**src/rtl/core/mirp_pkg.sv**
```systemverilog
// ----------------------------------------------------------------------------
// mirp_pkg: shared types and constants of the message id rate profiler
// Field widths, beat layouts, status codes and the per-slot statistics record.
// ----------------------------------------------------------------------------
package mirp_pkg;

    localparam int ID_W      = 16;
    localparam int TIME_W    = 48;
    localparam int COUNT_W   = 32;
    localparam int AVG_W     = 48;
    localparam int SLOT_W    = 6;
    localparam int STATUS_W  = 2;
    localparam int WEIGHT_W  = 9;
    localparam int IV_W      = 40;
    localparam int FRAC_W    = 8;
    localparam int PROD_W    = AVG_W + WEIGHT_W;

    // Input beat: message_id, now_ms. Output beat: slot, count, average.
    localparam int S_TDATA_W = 64;
    localparam int M_TDATA_W = 88;

    localparam logic [WEIGHT_W-1:0] WEIGHT_RESET = 9'd51;
    localparam logic [WEIGHT_W-1:0] WEIGHT_ONE   = 9'd256;
    localparam logic [COUNT_W-1:0]  COUNT_MAX    = '1;
    localparam logic [PROD_W:0]     ROUND_HALF   = (PROD_W + 1)'(128);

    typedef enum logic [STATUS_W-1:0] {
        STATUS_UPDATED = 2'd0,
        STATUS_ADDED   = 2'd1,
        STATUS_FULL    = 2'd2
    } status_t;

    typedef struct packed {
        logic [COUNT_W-1:0] count;
        logic [TIME_W-1:0]  last_time;
        logic [AVG_W-1:0]   average;
    } stats_t;

    // Stage strobes for the statistics datapath.
    typedef struct packed {
        logic load;   // capture the read record, form interval and count
        logic mul;    // capture the two weighted products
        logic fresh;  // slot was just claimed: treat its record as cleared
    } upd_ctl_t;

endpackage

```
**src/rtl/core/mirp_stat_update.sv**
```systemverilog
// ----------------------------------------------------------------------------
// mirp_stat_update: statistics update datapath
// Two registered stages: interval/count, then weighted products; the final
// rounding add and seed selection feed the write-back.
// ----------------------------------------------------------------------------
module mirp_stat_update (
    input  logic                           aclk,
    input  mirp_pkg::upd_ctl_t             ctl,
    input  mirp_pkg::stats_t               rd_stats,
    input  logic [mirp_pkg::TIME_W-1:0]    now_ms,
    input  logic [mirp_pkg::WEIGHT_W-1:0]  weight,
    output mirp_pkg::stats_t               new_stats
);
    import mirp_pkg::*;

    stats_t              base;
    logic [COUNT_W-1:0]  count_inc;
    logic                take;
    logic [TIME_W-1:0]   diff;
    logic [IV_W-1:0]     iv_sat;
    logic [WEIGHT_W-1:0] weight_sat;

    logic [COUNT_W-1:0]  count_a_reg;
    logic                take_a_reg;
    logic [AVG_W-1:0]    iv_a_reg;
    logic [AVG_W-1:0]    avg_a_reg;
    logic [WEIGHT_W-1:0] weight_a_reg;

    logic [COUNT_W-1:0]  count_b_reg;
    logic                take_b_reg;
    logic [AVG_W-1:0]    iv_b_reg;
    logic [AVG_W-1:0]    avg_b_reg;
    logic [PROD_W-1:0]   prod_old_reg;
    logic [PROD_W-1:0]   prod_new_reg;

    logic [PROD_W:0]     blend_sum;
    logic [AVG_W-1:0]    avg_new;

    always_comb begin
        base       = ctl.fresh ? '0 : rd_stats;
        count_inc  = (base.count == COUNT_MAX) ? base.count : base.count + 1'b1;
        take       = (base.last_time != '0) && (now_ms >= base.last_time);
        diff       = now_ms - base.last_time;
        iv_sat     = (|diff[TIME_W-1:IV_W]) ? '1 : diff[IV_W-1:0];
        weight_sat = (weight > WEIGHT_ONE) ? WEIGHT_ONE : weight;
    end

    always_ff @(posedge aclk) begin
        if (ctl.load) begin
            count_a_reg  <= count_inc;
            take_a_reg   <= take;
            iv_a_reg     <= {iv_sat, {FRAC_W{1'b0}}};
            avg_a_reg    <= base.average;
            weight_a_reg <= weight_sat;
        end
        if (ctl.mul) begin
            count_b_reg  <= count_a_reg;
            take_b_reg   <= take_a_reg;
            iv_b_reg     <= iv_a_reg;
            avg_b_reg    <= avg_a_reg;
            prod_old_reg <= PROD_W'(avg_a_reg) * PROD_W'(WEIGHT_ONE - weight_a_reg);
            prod_new_reg <= PROD_W'(iv_a_reg) * PROD_W'(weight_a_reg);
        end
    end

    // Round half up, drop the fraction; the first interval seeds the average.
    always_comb begin
        blend_sum = (PROD_W + 1)'(prod_old_reg) + (PROD_W + 1)'(prod_new_reg) + ROUND_HALF;
        if (!take_b_reg) begin
            avg_new = avg_b_reg;
        end else if (avg_b_reg == '0) begin
            avg_new = iv_b_reg;
        end else begin
            avg_new = blend_sum[FRAC_W +: AVG_W];
        end
        new_stats.count     = count_b_reg;
        new_stats.last_time = now_ms;
        new_stats.average   = avg_new;
    end

endmodule

```
**config.mk**
```make
export PLATFORM = sky130hd
export DESIGN_NAME = mirp_stat_update
export DESIGN_NICKNAME = d
export VERILOG_FILES = /design/src/rtl/core/mirp_pkg.sv /design/src/rtl/core/mirp_stat_update.sv
export SDC_FILE = /design/constraint.sdc
export NUM_CORES = 2
export LEC_CHECK = 0
export BUFFER_PORTS_ARGS = -buffer_cell sky130_fd_sc_hd__buf_2
export CAP_MARGIN = 15
export CORE_ASPECT_RATIO = 0.8
export CORE_MARGIN = 1.5
export CORE_UTILIZATION = 55
export DETAILED_ROUTE_END_ITERATION = 7
export PLACE_DENSITY = 0.73
export SLEW_MARGIN = 10
export SYNTH_ARGS = -nofsm -noshare
export SYNTH_HDL_FRONTEND = slang
export SYNTH_SLANG_ARGS = --single-unit
export TNS_END_PERCENT = 20
```
**constraint.sdc**
```tcl
create_clock -name aclk -period 10.2 [get_ports aclk]
set_input_delay 1.53 -clock aclk [delete_from_list [all_inputs] [get_ports aclk]]
set_output_delay 1.53 -clock aclk [all_outputs]
set_load 0.01 [all_outputs]
```
### Yosys cells after proc, flatten, opt, wreduce, memory -nomap -nowiden

Index checks and enable logic that the tools add are counted.

| storage, ports and cells | value |
|---|---|
| word-level logic and storage cells | 29 |
| register bits after elaboration | 355 |
| bits of input ports | 189 |
| output and inout port bits | 128 |

| cells by class | value |
|---|---|
| multiplexer cells | 4 |
| multiply operators | 2 |
| reduce and logical (&&, ||, !) cells | 4 |
| equal/unequal tests | 1 |
| add/sub/neg operators | 5 |
| $lt $le $gt $ge | 2 |

Operator list:

| kind | number |
|---|---|
| two-way mux 128 bit | 1 |
| two-way mux 48 bit | 2 |
| adder 56 bit | 1 |
| adder 56 x 8 -> 56 bit (second input constant) | 1 |
| multiplier 49 x 10 -> 56 bit | 1 |
| greater-or-equal comparator 48 bit | 1 |
| logical NOT 48 bit | 1 |
| multiplier 40 x 9 -> 48 bit | 1 |
| nonzero test 48 bit | 1 |
| subtractor 48 bit | 1 |
| adder 32 x 1 -> 32 bit (second input constant) | 1 |
| equality test 32 bit (second input constant) | 1 |
| two-way mux 32 bit | 1 |
| subtractor 9 x 9 -> 10 bit (first input constant) | 1 |
| > comparator 9 bit (second input constant) | 1 |
| OR reduction 8 bit | 1 |
| logical AND 1 bit | 1 |

### Longest topological paths before layout

| depth | value |
|---|---|
| depth after elaboration | 4 |
| gate-level depth with buffers | 30 |
| depth with buffers taken out | 27 |

### Worst setup path before layout

Ideal clock, no wire load.

| timing path | value |
|---|---|
| path type | reg2reg |
| start point | register weight_a_reg[2] |
| end point | register prod_old_reg[50] (data pin) |
| data required time | 9931 ps |
| arrival | 6922 ps |
| library setup time | 269 ps |
| setup slack | 3010 ps |
| period minus slack after synthesis | 7190 ps |
| path buffers | 3 |
| cell stages (with the launch flop) | 27 |
| cells stage by stage | edfxtp_1 clkbuf_1 nor4_1 nand2_1 nor3_1 xor2_1 clkbuf_1 clkbuf_1 and2_1 fa_1 fa_1 fa_1 inv_1 fa_1 fa_1 inv_1 ha_1 a21o_1 or4_1 a221oi_1 o21ai_0 a211o_1 o21ai_1 nand3b_1 a311oi_1 o31ai_1 xor2_1 |

| between the ends | value |
|---|---|
| cells in the longest elaborated chain, start to end | 2 |

Ends and longest elaborated chain:

| item | line | source |
|---|---|---|
| start: declaration | mirp_stat_update.sv:27 | `logic [WEIGHT_W-1:0] weight_a_reg;` |
| start signal: assignment | mirp_stat_update.sv:54 | `weight_a_reg <= weight_sat;` |
| subtractor 9 x 9 -> 10 bit | mirp_stat_update.sv:61 | `prod_old_reg <= PROD_W'(avg_a_reg) * PROD_W'(WEIGHT_ONE - weight_a_reg);` |
| multiplier 49 x 10 -> 56 bit | mirp_stat_update.sv:61 |  |
| end signal: assignment | mirp_stat_update.sv:61 |  |
| end: declaration | mirp_stat_update.sv:33 | `logic [PROD_W-1:0] prod_old_reg;` |

No other way between the ends.
A chain may end at the register's enable or synchronous reset.

### Worst setup path after layout

| timing path | value |
|---|---|
| start point | register weight_a_reg[1] |
| end point | register prod_old_reg[50] (data pin) |

The elaborated chain is that of the path after synthesis.

==> results.sh <==
export IMPL_hp_class="flip-flop to flip-flop"
export IMPL_min_period_ps=8814
export IMPL_clk_pin_slew_ps=60
export IMPL_gp_congestion=0.9384
export IMPL_final_hold_violation_count=0
export IMPL_grt_pass1_vias=34530
export IMPL_ys_seq_area_share_pct=23.42
export IMPL_fin_skew_ps=31.12
export IMPL_min_period_over_period_pct=86.41
export IMPL_yosys_cell_types_count=72
export IMPL_drtIter0Drc=2519
export IMPL_synth_top_cell_area_share_pct=28.44
export IMPL_avgSynthCellArea_um2=9.384
export IMPL_post_dp_cell_area_mm2=0.04657
export IMPL_die_area_mm2=0.08286
export IMPL_drv_cap=0
export IMPL_dpl_worst_slack_ps=1346
export IMPL_layout_common_cells="inv_1 (726), nand2_1 (653), fa_1 (634), and2_1 (356), edfxtp_1 (348)"
export IMPL_cts_resized_gates=0
export IMPL_async_reset_ff_share_pct=0
export IMPL_yosys_area_top_type="fa_1"
export IMPL_max_freq_mhz=113.5
export IMPL_num_rows=93
export IMPL_clkSinkCount=348
export IMPL_drive_gt1_share_pct=9.141
export IMPL_via_count=33770
export IMPL_start_kind="flip-flop"
export IMPL_syn_num_nets=5866
export IMPL_drc=0
export IMPL_yosys_warnings=0
export IMPL_layout_commonest_cell="inv_1"
export IMPL_netlist_area_mm2=0.04462
export IMPL_syn_inst=4755
export IMPL_grt_max_degree=76
export IMPL_ys_seq_elements=348
export IMPL_grt_pass1_wl_mm=186.8
export IMPL_core_area_mm2=0.08041
export IMPL_cp_slowest_stage_delay_ps=1010
export IMPL_fin_area_mm2=0.04788
export IMPL_cp_arrival_ps=9150
export IMPL_synth_edf_count=348
export IMPL_dr_pass1_iters=6
export IMPL_slew_violations=0
export IMPL_worst_pin_slew_ps=1225
export IMPL_start_util_pct=55.50
export IMPL_die_h_um=257.8
export IMPL_largest_register_ff_count=49
export IMPL_endpoint_kind="flip-flop"
export IMPL_synth_area_leaders="fa_1 (28%), edfxtp_1 (23%), ha_1 (8.1%), inv_1 (6.1%), nand2_1 (5.5%)"
export IMPL_wl_per_cell_um=19.66
export IMPL_postCtsHoldBufs=0
export IMPL_worstPathMaxFanout=27
export IMPL_maxSlewHeadroom_pct=17.60
export IMPL_cts_tree="done"
export IMPL_root_buffer="clkbuf_16"
export IMPL_crit_path_top_delay_cell="a2111oi_1"
export IMPL_ios=317
export IMPL_ys_flop_type="edfxtp_1"
export IMPL_criticalPathCategory="flip-flop to flip-flop"
export IMPL_clock_path_buffers=3
export IMPL_drtAntennaViolNets=0
export IMPL_htree_levels=2
export IMPL_grt_use_total_pct=28.82
export IMPL_postCtsSetupBuffers=0
export IMPL_dpl_hpwl_mm=91.63
export IMPL_antenna_found_initial=2
export IMPL_fin_tns_setup_ps=0
export IMPL_layout_nets=5949
export IMPL_portBuffers=316
export IMPL_die_w_um=321.5
export IMPL_grt_overflow=0
export IMPL_cts_buffers=40
export IMPL_insertion_delay_ps=600
export IMPL_setup_viol=0
export IMPL_area_growth_pct=7.293
export IMPL_rsz0062_at_grt="no"
export IMPL_outcome="finished, final reports clean"
export IMPL_layout_setup_ws_ps=1386
export IMPL_cpMostUsedCell="fa_1"
export IMPL_critPathRequiredTime_ps=10540
export IMPL_vias_per_cell=5.665
export IMPL_drt_wl_total_mm=117.2
[critical path: cells and delay by family (launching register included)]
| kind | cells | cell delay (ps) |
|---|---|---|
| compound gates | 8 | 2640 |
| xor+xnor | 2 | 760 |
| fa+ha+maj | 7 | 3000 |
| buf+inv | 3 | 260 |
| flops | 1 | 610 |
| simple gates | 5 | 1300 |
[area by class of cell]
cell class / count / area (um^2)
fill: 7015 / 32530
multi-input combinational: 3374 / 30200
sequential: 348 / 10450
inverter: 727 / 2729
timing repair buffer: 347 / 1834
tap: 1092 / 1366
clock buffer: 42 / 1030
clock inverter: 30 / 264.0
antenna: 1 / 2.502
[routing by layer]
metal / GRT usage, % / share of wire, % / up-vias
met5: 0 / 0 / -
met4: 7.469 / 2.3 / 0
met3: 5.498 / 8.8 / 170
met2: 45.74 / 46 / 1410
met1: 40.80 / 43 / 16820
li1: - / - / 15370
[synth_stat cells, drive strengths merged (7+ instances only)]
master / instances
ha: 288
and2: 356
a21o: 103
inv: 727
o21ai: 122
edfxtp: 348
o21bai: 29
buf: 137
nand2: 653
nor2: 197
a41oi: 7
clkbuf: 169
o21a: 18
nand4: 55
fa: 634
nand3: 47
xnor2: 125
a21oi: 240
nor4: 23
a211oi: 12
xor2: 84
o31ai: 10
nand2b: 14
and3: 26
o22ai: 9
o41ai: 15
or2: 12
o2111ai: 7
o211ai: 12
a31oi: 24
mux2: 7
or3: 18
nor3: 36
a211o: 7
nor2b: 106
[stage by stage]
step	util, %	hold WS [ps]	cells
6_report	59.54	395.8	5961
3_3_place_gp	57.90	400.5	5887
3_5_place_dp	57.92	404.5	5888
2_1_floorplan	-	400.3	4755
4_1_cts	59.53	401.6	5960
5_1_grt	59.54	413.2	5960
[path summary, 6_finish.rpt]
check	from	endpoint	slack (ps)	cells past startpoint
setup / recovery	weight_a_reg[1]	prod_old_reg[50]	1390	25
hold / removal	count_a_reg[19]	count_b_reg[19]	400	0
hold reg to reg	count_a_reg[19]	count_b_reg[19]	400	0
setup reg to reg	weight_a_reg[1]	prod_old_reg[50]	1390	25
[cells by family after synthesis]
group	share of synthesized area, %
xor+xnor	4.102
simple gates	17.19
buf+inv	9.155
fa+ha+maj	36.52
flops	23.42
mux	0.3113
compound gates	9.309
Power is not shown: default switching activity piles up to over one toggle a cycle in this logic, so the estimate is an artifact.
